File: config.mk
export PLATFORM = sky130hd
export DESIGN_NAME = dmx512_slot_receiver
export DESIGN_NICKNAME = d
export VERILOG_FILES = /design/src/hdl/dmx_pkg.sv /design/src/hdl/dmx512_slot_receiver.sv /design/src/hdl/dmx_ram.sv
export SDC_FILE = /design/constraint.sdc
export NUM_CORES = 2
export LEC_CHECK = 0
export BUFFER_PORTS_ARGS = -buffer_cell sky130_fd_sc_hd__buf_4
export CAP_MARGIN = 20
export CORE_MARGIN = 2
export CORE_UTILIZATION = 57
export CTS_CLUSTER_SIZE = 30
export DETAILED_ROUTE_END_ITERATION = 16
export PLACE_DENSITY = 0.73
export SYNTH_ARGS = -nofsm -noshare
export SYNTH_HDL_FRONTEND = slang
export SYNTH_SLANG_ARGS = --single-unit
File: constraint.sdc
create_clock -name clock -period 13.25 [get_ports clock]
set_input_delay 2.65 -clock clock [delete_from_list [all_inputs] [get_ports clock]]
set_output_delay 2.65 -clock clock [all_outputs]
set_load 0.05 [all_outputs]
File: src/hdl/dmx_pkg.sv
// Shared types and constants for the DMX512 slot receiver.
// No dependencies; used by dmx512_slot_receiver.
package dmx_pkg;

   localparam int SLOT_COUNT  = 512;
   localparam int STORE_DEPTH = 512;
   localparam int STORE_AW    = $clog2(STORE_DEPTH);
   localparam int SLOT_W      = 10;
   localparam int BYTE_W      = 8;

   typedef enum logic [1:0] {
      CMD_BREAK = 2'd0,
      CMD_BYTE  = 2'd1,
      CMD_ERROR = 2'd2,
      CMD_READ  = 2'd3
   } command_type;

   typedef enum logic [1:0] {
      MODE_IDLE    = 2'd0,
      MODE_AWAIT   = 2'd1,
      MODE_RECEIVE = 2'd2,
      MODE_DONE    = 2'd3
   } mode_type;

   // Result fields carried alongside the slot store read.
   typedef struct packed {
      logic     hit;
      logic     addr_err;
      mode_type mode;
      logic     done;
   } stage_type;

endpackage

File: src/hdl/dmx512_slot_receiver.sv
// DMX512 slot receiver top level: command decode, frame state and slot store.
// Depends on dmx_pkg and dmx_ram.
//
// Takes one command word per clock and returns one result word for each,
// passed through one stage for the slot store read and then one result
// register. The slot store is a 512 x 8 RAM with a registered read port.
// It needs no clearing pass after reset: a fill mark records the highest slot
// ever stored, and a read above it returns zero, as a cleared entry would.
// Full throughput holds as long as the result side keeps taking words.
module dmx512_slot_receiver (
   input  logic        clock,
   input  logic        reset,
   input  logic        req_valid,
   output logic        req_ready,
   input  logic [1:0]  req_command,
   input  logic [7:0]  req_data_byte,
   input  logic [9:0]  req_slot_address,
   output logic        rsp_valid,
   input  logic        rsp_ready,
   output logic [7:0]  rsp_read_value,
   output logic        rsp_address_error,
   output logic [1:0]  rsp_receiver_state,
   output logic        rsp_frame_complete
);

   localparam logic [dmx_pkg::SLOT_W-1:0] LAST_SLOT  = dmx_pkg::SLOT_W'(dmx_pkg::SLOT_COUNT);
   localparam logic [dmx_pkg::SLOT_W-1:0] STORE_TOP  = dmx_pkg::SLOT_W'(dmx_pkg::STORE_DEPTH);
   localparam logic [dmx_pkg::SLOT_W-1:0] SLOT_ONE   = dmx_pkg::SLOT_W'(1);

   dmx_pkg::mode_type                 mode_ff, mode_in;
   logic [dmx_pkg::SLOT_W-1:0]        next_slot_ff, next_slot_in;
   logic [dmx_pkg::SLOT_W-1:0]        fill_ff, fill_in;

   logic                              s1_valid_ff;
   dmx_pkg::stage_type                s1_ff, s1_in;

   logic                              rsp_valid_ff;
   logic [dmx_pkg::BYTE_W-1:0]        rsp_value_ff;
   dmx_pkg::stage_type                rsp_ff;

   logic                              accept;
   logic                              s1_move;
   logic                              wr_en;
   logic                              rd_en;
   logic [dmx_pkg::SLOT_W-1:0]        wr_slot_m1;
   logic [dmx_pkg::SLOT_W-1:0]        rd_slot_m1;
   logic [dmx_pkg::SLOT_W-1:0]        slot_inc;
   logic [dmx_pkg::BYTE_W-1:0]        ram_rd_data;
   logic                              addr_ok;

   assign s1_move   = s1_valid_ff && (!rsp_valid_ff || rsp_ready);
   assign req_ready = !s1_valid_ff || s1_move;
   assign accept    = req_valid && req_ready;

   assign wr_slot_m1 = next_slot_ff - SLOT_ONE;
   assign rd_slot_m1 = req_slot_address - SLOT_ONE;
   assign slot_inc   = next_slot_ff + SLOT_ONE;
   assign addr_ok    = (req_slot_address != '0) && (req_slot_address <= STORE_TOP);

   always_comb begin
      mode_in      = mode_ff;
      next_slot_in = next_slot_ff;
      fill_in      = fill_ff;
      wr_en        = 1'b0;
      rd_en        = 1'b0;
      s1_in        = '{hit: 1'b0, addr_err: 1'b0, mode: dmx_pkg::MODE_IDLE, done: 1'b0};
      unique case (dmx_pkg::command_type'(req_command))
         dmx_pkg::CMD_BREAK: begin
            mode_in = dmx_pkg::MODE_AWAIT;
         end
         dmx_pkg::CMD_BYTE: begin
            if (mode_ff == dmx_pkg::MODE_AWAIT) begin
               if (req_data_byte == '0) begin
                  mode_in      = dmx_pkg::MODE_RECEIVE;
                  next_slot_in = SLOT_ONE;
               end else begin
                  mode_in = dmx_pkg::MODE_IDLE;
               end
            end else if (mode_ff == dmx_pkg::MODE_RECEIVE) begin
               if (next_slot_ff != '0 && next_slot_ff <= LAST_SLOT &&
                   next_slot_ff <= STORE_TOP) begin
                  wr_en        = 1'b1;
                  next_slot_in = slot_inc;
                  // slots are always filled upward from 1, so a high mark suffices
                  if (next_slot_ff > fill_ff) begin
                     fill_in = next_slot_ff;
                  end
                  if (slot_inc > LAST_SLOT || slot_inc == '0) begin
                     mode_in  = dmx_pkg::MODE_DONE;
                     s1_in.done = 1'b1;
                  end
               end else begin
                  mode_in = dmx_pkg::MODE_DONE;
               end
            end
         end
         dmx_pkg::CMD_ERROR: begin
            mode_in = dmx_pkg::MODE_IDLE;
         end
         dmx_pkg::CMD_READ: begin
            rd_en          = 1'b1;
            s1_in.addr_err = !addr_ok;
            s1_in.hit      = addr_ok && (req_slot_address <= fill_ff);
         end
      endcase
      s1_in.mode = mode_in;
   end

   dmx_ram #(
      .WIDTH (dmx_pkg::BYTE_W),
      .DEPTH (dmx_pkg::STORE_DEPTH)
   ) u_slot_store (
      .clock   (clock),
      .wr_en   (accept && wr_en),
      .wr_addr (wr_slot_m1[dmx_pkg::STORE_AW-1:0]),
      .wr_data (req_data_byte),
      .rd_en   (accept && rd_en),
      .rd_addr (rd_slot_m1[dmx_pkg::STORE_AW-1:0]),
      .rd_data (ram_rd_data)
   );

   always_ff @(posedge clock) begin
      if (reset) begin
         mode_ff      <= dmx_pkg::MODE_IDLE;
         next_slot_ff <= '0;
         fill_ff      <= '0;
         s1_valid_ff  <= 1'b0;
         rsp_valid_ff <= 1'b0;
      end else begin
         if (accept) begin
            mode_ff      <= mode_in;
            next_slot_ff <= next_slot_in;
            fill_ff      <= fill_in;
         end
         if (accept) begin
            s1_valid_ff <= 1'b1;
         end else if (s1_move) begin
            s1_valid_ff <= 1'b0;
         end
         if (s1_move) begin
            rsp_valid_ff <= 1'b1;
         end else if (rsp_ready) begin
            rsp_valid_ff <= 1'b0;
         end
      end
   end

   always_ff @(posedge clock) begin
      if (accept) begin
         s1_ff <= s1_in;
      end
      if (s1_move) begin
         rsp_ff       <= s1_ff;
         rsp_value_ff <= s1_ff.hit ? ram_rd_data : '0;
      end
   end

   assign rsp_valid          = rsp_valid_ff;
   assign rsp_read_value     = rsp_value_ff;
   assign rsp_address_error  = rsp_ff.addr_err;
   assign rsp_receiver_state = rsp_ff.mode;
   assign rsp_frame_complete = rsp_ff.done;

   a_err_reads_zero: assert property (@(posedge clock) disable iff (reset)
      rsp_valid && rsp_address_error |-> rsp_read_value == '0)
      else $error("address error with nonzero read value");

   a_done_mode: assert property (@(posedge clock) disable iff (reset)
      rsp_valid && rsp_frame_complete |-> rsp_receiver_state == dmx_pkg::MODE_DONE)
      else $error("frame complete outside frame done mode");

   a_fill_bound: assert property (@(posedge clock) disable iff (reset)
      fill_ff <= STORE_TOP)
      else $error("fill mark beyond slot store");

   a_stage_excl: assert property (@(posedge clock) disable iff (reset)
      s1_valid_ff |-> !(s1_ff.hit && s1_ff.addr_err) && !(s1_ff.hit && s1_ff.done))
      else $error("conflicting stage flags");

endmodule

File: src/hdl/dmx_ram.sv
// Generic simple dual-port RAM: one write port, one read port, registered read.
// No dependencies.
module dmx_ram #(
   parameter int WIDTH = 8,
   parameter int DEPTH = 512
) (
   input  logic                     clock,
   input  logic                     wr_en,
   input  logic [$clog2(DEPTH)-1:0] wr_addr,
   input  logic [WIDTH-1:0]         wr_data,
   input  logic                     rd_en,
   input  logic [$clog2(DEPTH)-1:0] rd_addr,
   output logic [WIDTH-1:0]         rd_data
);

   logic [WIDTH-1:0] mem [DEPTH];
   logic [WIDTH-1:0] rd_data_ff;

   always_ff @(posedge clock) begin
      if (wr_en) begin
         mem[wr_addr] <= wr_data;
      end
      if (rd_en) begin
         rd_data_ff <= mem[rd_addr];
      end
   end

   assign rd_data = rd_data_ff;

endmodule

* Word-level counts from Yosys, hierarchy flattened
Memory sizes are Yosys's and may differ from the RTL's. A register that Yosys moved wholly into a read port is not among the register bits.
Cells that the tools add are included.
** Word-level totals
- Bits of input ports :: 24
- RAM bits :: 4096
- Flip-flop bits (word level) :: 41
- Memories kept :: 1
- Word-level logic and storage cells :: 80
- Output and inout bits :: 14
** Operators by class
- Mux-type cells :: 22
- Equality and inequality tests :: 6
- Bitwise logic cells :: 4
- $lt $le $gt $ge :: 5
- Reductions and logical operators :: 26
- Add/sub/neg operators :: 3
** Memories
- u_slot_store.mem :: words 512, width 8, read ports 1, clocked after memory_dff 1, write ports 1, line dmx_ram.sv:16 : logic [WIDTH-1:0] mem [DEPTH];
** Operator list (number)
- 10-bit 2-to-1 mux :: 4
- 10-bit <= comparator (second input constant) :: 2
- 10-bit nonzero test :: 2
- 9-bit by 1-bit subtractor with 9-bit output (second input constant) :: 2
- 1-bit 2-to-1 mux :: 12
- 10-bit by 1-bit adder with 10-bit output (second input constant) :: 1
- 10-bit greater-than comparator :: 1
- 10-bit greater-than comparator (second input constant) :: 1
- 10-bit <= comparator :: 1
- 10-bit zero test :: 1
- 2-bit 2-to-1 mux :: 5
- 1-bit logical AND :: 8
- 8-bit zero test :: 1
- 2-bit nonzero test :: 4
- 2-bit == test (second input constant) :: 3
- 2-bit case mux with 3 select lines :: 1
- 6-bit AND reduction :: 1
- 5-bit AND reduction :: 1
- 2-bit by 1-bit == test with 1-bit output (second input constant) :: 2
- 1-bit inverter :: 4
- 4-bit OR reduction :: 1
- 1-bit zero test :: 3
- 1-bit logical OR :: 3
- 2-bit zero test :: 1
- 2-bit by 1-bit inequality test with 1-bit output (second input constant) :: 1

* Logic depth before layout (Yosys ltp)
- Word-level depth :: 10
- Mapped depth :: 22
- Mapped depth without buffers :: 10

* Hierarchy
From an unflattened synthesis, not the netlist that was laid out.
** Unflattened totals
- Cell total of the unflattened synthesis :: 8347
- Area total of the unflattened synthesis :: 162849.9 um^2
** By module, submodules not included
- dmx_ram :: area an instance 160007.2 um^2, seq. area each 123238.2 um^2, cells an instance 8030, instances 1
- dmx512_slot_receiver :: area an instance 2842.7 um^2, seq. area each 991.0 um^2, cells an instance 317, instances 1

* Worst setup path after synthesis
Ideal clock, no wire load.
- Path kind :: input port to flip-flop
- Start :: input port req_slot_address[0]
- End :: register u_slot_store.rd_data_ff[1], in the netlist u_slot_store.rd_data[1] (read register of u_slot_store.mem), data pin
- Data required time :: 12.982 ns
- Data arrival time :: 6.798 ns
- Stages on the path :: 21
- Setup time :: 0.268 ns
- Path slack :: 6.184 ns
- Path buffers :: 12
- Cells stage by stage :: buf_6 > buf_6 > buf_4 > buf_4 > buf_4 > buf_4 > buf_2 > inv_1 > ha_1 > buf_2 > buf_2 > buf_2 > buf_1 > clkbuf_1 > mux4_2 > nand2_1 > nand3_1 > a32oi_1 > o211ai_1 > nor4_1 > nand4_1
** On the way
- Cells in the longest elaborated chain, start to end :: 1
** Ends and longest elaborated chain
- start, declared :: line dmx512_slot_receiver.sv:17 : input logic [9:0] req_slot_address,
- 9-bit by 1-bit subtractor with 9-bit output :: line dmx512_slot_receiver.sv:56 : assign rd_slot_m1 = req_slot_address - SLOT_ONE;
- end, declared :: line dmx_ram.sv:17 : logic [WIDTH-1:0] rd_data_ff;
No other way between the ends.
A chain may end at the register's enable or synchronous reset.

* Final worst setup path
- Start :: input port req_slot_address[0]
- End :: register u_slot_store.rd_data_ff[6], in the netlist u_slot_store.rd_data[6] (read register of u_slot_store.mem), data pin
The elaborated chain is that of the path after synthesis.

==> flow_summary.yaml <==
run_status:
  status: "completed"
critical_path:
  worstPathMaxFanout: 84
  r2r-start: "next_slot_ff[0]$_SDFFE_PP0P_"
  critPathKind: "input port to register"
  cp_slowest_cell: "buf_4"
  r2r-end: "u_slot_store.mem[131][6]$_DFFE_PP_"
  crit_top_cell: "buf_4"
  cp_slowest_stage_delay_ns: 0.78
  arrival_ns: 8.13
  cp_cell_sequence: "buf_16 -> buf_12 -> buf_4 -> buf_16 -> buf_4 -> buf_4 -> mux4_2 -> nand2_1 -> and3_1 -> a31oi_1 -> a221oi_1 -> a31oi_1 -> or4_1"
  reg2regPathDepth: 10
  cp-start-kind: "input port"
  crit_required_ns: 13.92
  crit_buf_inv: 6
  crit_family: "buffers and inverters"
  end_kind: "register"
  reg2reg_slack_ns: 8.28
final_layout:
  final_nets: 8134
  drive_gt1_share_pct: 22.2
  area_growth_pct: 10.9
  finish.utilization_pct: 63.6
  finish.instance_area_mm2: 0.180
  fillers: 18300
run:
  drv_cap: 0
drt:
  drtIter0Drc: 12100
  ant_nets: 0
  dr_total_vias: 81700
  wire_per_inst_um: 32.7
  wirelength_um: 399000
  drc: 0
  vias_per_cell: 6.71
  first_pass_iters: 5
cts:
  clock_path_buffers: 4
  postCtsSetupRepairBufs: 0
  cts_tree: "yes"
  clk_latency_ns: 0.93
  cts_buffers: 405
  post_cts_resized: 0
  cts.root.buffer_cell: "clkbuf_16"
  hold_buffers: 0
  h-tree-depth: 5
  clock-sinks: 4145
  path_clk_slew_ns: 0.06
timing:
  slew_viol_final: 0
  slew-limit-headroom_pct: 17.6
  clock_skew_ns: 0.0569
  fin_crit_sh_pct: 56.3
  final-hold-violation-count: 0
  layout_min_cycle_time_ns: 7.46
  fin_setup_tns_ns: 0
  rsz0062_at_grt: "no"
  tightest_slew_ns: 1.24
  setup_viol: 0
  max_freq_mhz: 134
die:
  die-width_um: 537
  num_io_pins: 38
  initial_core_util_pct: 57.4
  fp-row-count: 195
  dieArea_mm2: 0.289
  fp.dieH_um: 537
  core_region_area_mm2: 0.283
pwr:
  p_seq_share_pct: 52.4
  ir_drop_uv: 130
  power.leakage_nw: 56.1
  p_per_area_mw_per_mm2: 153
  p_comb_share_pct: 6.0
  clkPwrFrac_pct: 41.6
  swShare_pct: 21.5
  p_switching_w: 0.00591
  p_int_w: 0.0216
grt:
  grt_remaining_overflow: 0
  antenna_found_initial: 27
  track_usage_pct: 27.7
  grt_pass1_vias: 81100
  grt_pass1_wl_um: 575000
  grt_start_max_net_pins: 192
yosys:
  syn_inst: 7970
  avgSynthCellArea_um2: 20.3
  synth_commonest_cells: "4121 x edfxtp_1, 1072 x mux4_2, 776 x nand2_1, 564 x nor2_1, 349 x nand3_1"
  yosys_register_bits: 4145
  async_flop_share_pct: 0
  syn_area_mm2: 0.162
  synth.most_common_cell: "edfxtp_1"
  synth_edf_count: 4121
  synth.top_cell.area_share_pct: 76.3
  syn_nets: 8025
  yosys-top-cells-area: "edfxtp_1 76%, mux4_2 15%, nand2_1 1.8%"
  synth_warnings: 0
  synth_top_flop_cell: "edfxtp_1"
  ys_seq_area_share_pct: 76.6
  yosysUniqueCellTypes: 71
  yosysTopAreaCell: "edfxtp_1"
worst_hold_path:
  holdPathEnd: "rsp_receiver_state[0]$_DFFE_PP_"
  whs_path_depth: 0
  hp-start: "s1_ff[1]$_DFFE_PP_"
  hold_class: "register to register"
place:
  routabilityCongestion: 0.868
  dpl.hpwl_um: 229000
  dpl_cell_area_mm2: 0.166
  portBuffers: 37
[sequential cells by signal (all words and copies together) (netlist names)]
register,count
mode_ff,2
rsp_read_value,8
u_slot_store.rd_data,8
fill_ff,10
rsp_receiver_state,2
u_slot_store.mem,4096
rsp_valid,1
s1_valid_ff,1
s1_ff,5
rsp_address_error,1
rsp_frame_complete,1
next_slot_ff,10
[routing by layer]
layer,vias to the layer above,GRT usage [%],wire [um]
li1,32800,-,-
met1,42900,39.0,147000
met2,5244,43.1,191000
met3,812,6.08,44800
met4,8,10.5,16100
met5,-,0,58
[cell usage in the layout, fill, tap and decap left out, types with 8 or more instances in the layout]
| cell | n |
|---|---|
| clkinv_2 | 76 |
| dfxtp_1 | 24 |
| clkinv_1 | 86 |
| buf_12 | 19 |
| mux4_1 | 16 |
| clkbuf_1 | 82 |
| nand2_4 | 16 |
| inv_1 | 23 |
| nand4_1 | 36 |
| bufinv_16 | 46 |
| edfxtp_1 | 4121 |
| clkinvlp_4 | 10 |
| nand3_1 | 349 |
| o22ai_1 | 9 |
| buf_8 | 8 |
| and2_1 | 17 |
| nand2_1 | 760 |
| o21ai_0 | 20 |
| ha_1 | 30 |
| a32oi_1 | 21 |
| nor2b_1 | 10 |
| mux2i_1 | 80 |
| buf_4 | 152 |
| a22o_1 | 8 |
| a21oi_1 | 44 |
| nor3_1 | 10 |
| mux4_2 | 1072 |
| and3_1 | 61 |
| diode_2 | 28 |
| a211oi_1 | 20 |
| clkbuf_16 | 413 |
| nor2_1 | 562 |
| xnor2_1 | 8 |
| a21o_1 | 14 |
| a31oi_1 | 48 |
[stage by stage]
step	power, W	setup slack [ns]	cells	hold slack [ns]
3_3_place_gp	0.0163	4.04	11400	0.419
3_5_place_dp	0.0163	4.40	11400	0.410
2_1_floorplan	0.0157	6.18	7970	0.400
5_1_grt	0.0282	5.20	12200	0.444
6_report	0.0275	5.79	12200	0.439
4_1_cts	0.0276	5.37	12100	0.429
[power by group through the flow]
stage | combinational (W) | sequential, W | clock (W)
global placement | 0.00161 | 0.0147 | 0
finish | 0.00166 | 0.0144 | 0.0114
global route | 0.00174 | 0.0144 | 0.0120
detailed placement | 0.00164 | 0.0147 | 0
floorplan | 0.000969 | 0.0147 | 0
CTS | 0.00165 | 0.0144 | 0.0115
[cell families after synthesis]
group                    Yosys count  synth area share [%]
AO/OA/AOI/OAI                    241                  1.04
multiplexers                    1168                  15.6
adder cells (fa/ha/maj)           31                 0.239
buffers and inverters            502                  1.46
AND/OR/NAND/NOR                 1862                  4.86
XOR/XNOR                          21                 0.125
flip-flops                      4145                  76.6
[final cells by class]
| type | instances | area (um^2) | area share, % |
|---|---|---|---|
| well taps | 3743 | 4680 | 2.61 |
| inverters | 23 | 86.3 | 0.0480 |
| clock inverters | 239 | 2470 | 1.38 |
| clock buffers | 495 | 10600 | 5.92 |
| multi-input cells | 3323 | 35800 | 19.9 |
| flip-flops and latches | 4145 | 124000 | 69.1 |
| diodes | 28 | 70.1 | 0.0390 |
| repair buffers | 181 | 1700 | 0.944 |
[how the worst max path moves through the flow]
| stage | start | end | slack (ns) | cells past startpoint |
|---|---|---|---|---|
| after global placement | req_slot_address[0] | u_slot_store.rd_data[3]$_DFFE_PP_ | 4.04 | 13 |
| after floorplan | req_slot_address[0] | u_slot_store.rd_data[1]$_DFFE_PP_ | 6.18 | 21 |
| after global routing | req_slot_address[0] | u_slot_store.rd_data[6]$_DFFE_PP_ | 5.20 | 13 |
| after detailed placement | req_slot_address[0] | u_slot_store.rd_data[6]$_DFFE_PP_ | 4.40 | 12 |
| after CTS | req_slot_address[0] | u_slot_store.rd_data[6]$_DFFE_PP_ | 5.37 | 12 |
| final | req_slot_address[0] | u_slot_store.rd_data[6]$_DFFE_PP_ | 5.79 | 13 |
[worst register-to-register path: cells and delay by family, from the launching register on]
family                   cells  cell delay (ns)
AND/OR/NAND/NOR              6             2.51
buffers and inverters        2             0.77
flip-flops                   1             0.56
XOR/XNOR                     1             0.40
adder cells (fa/ha/maj)      1             0.34
Note: power is estimated with default switching activity, not from simulation.
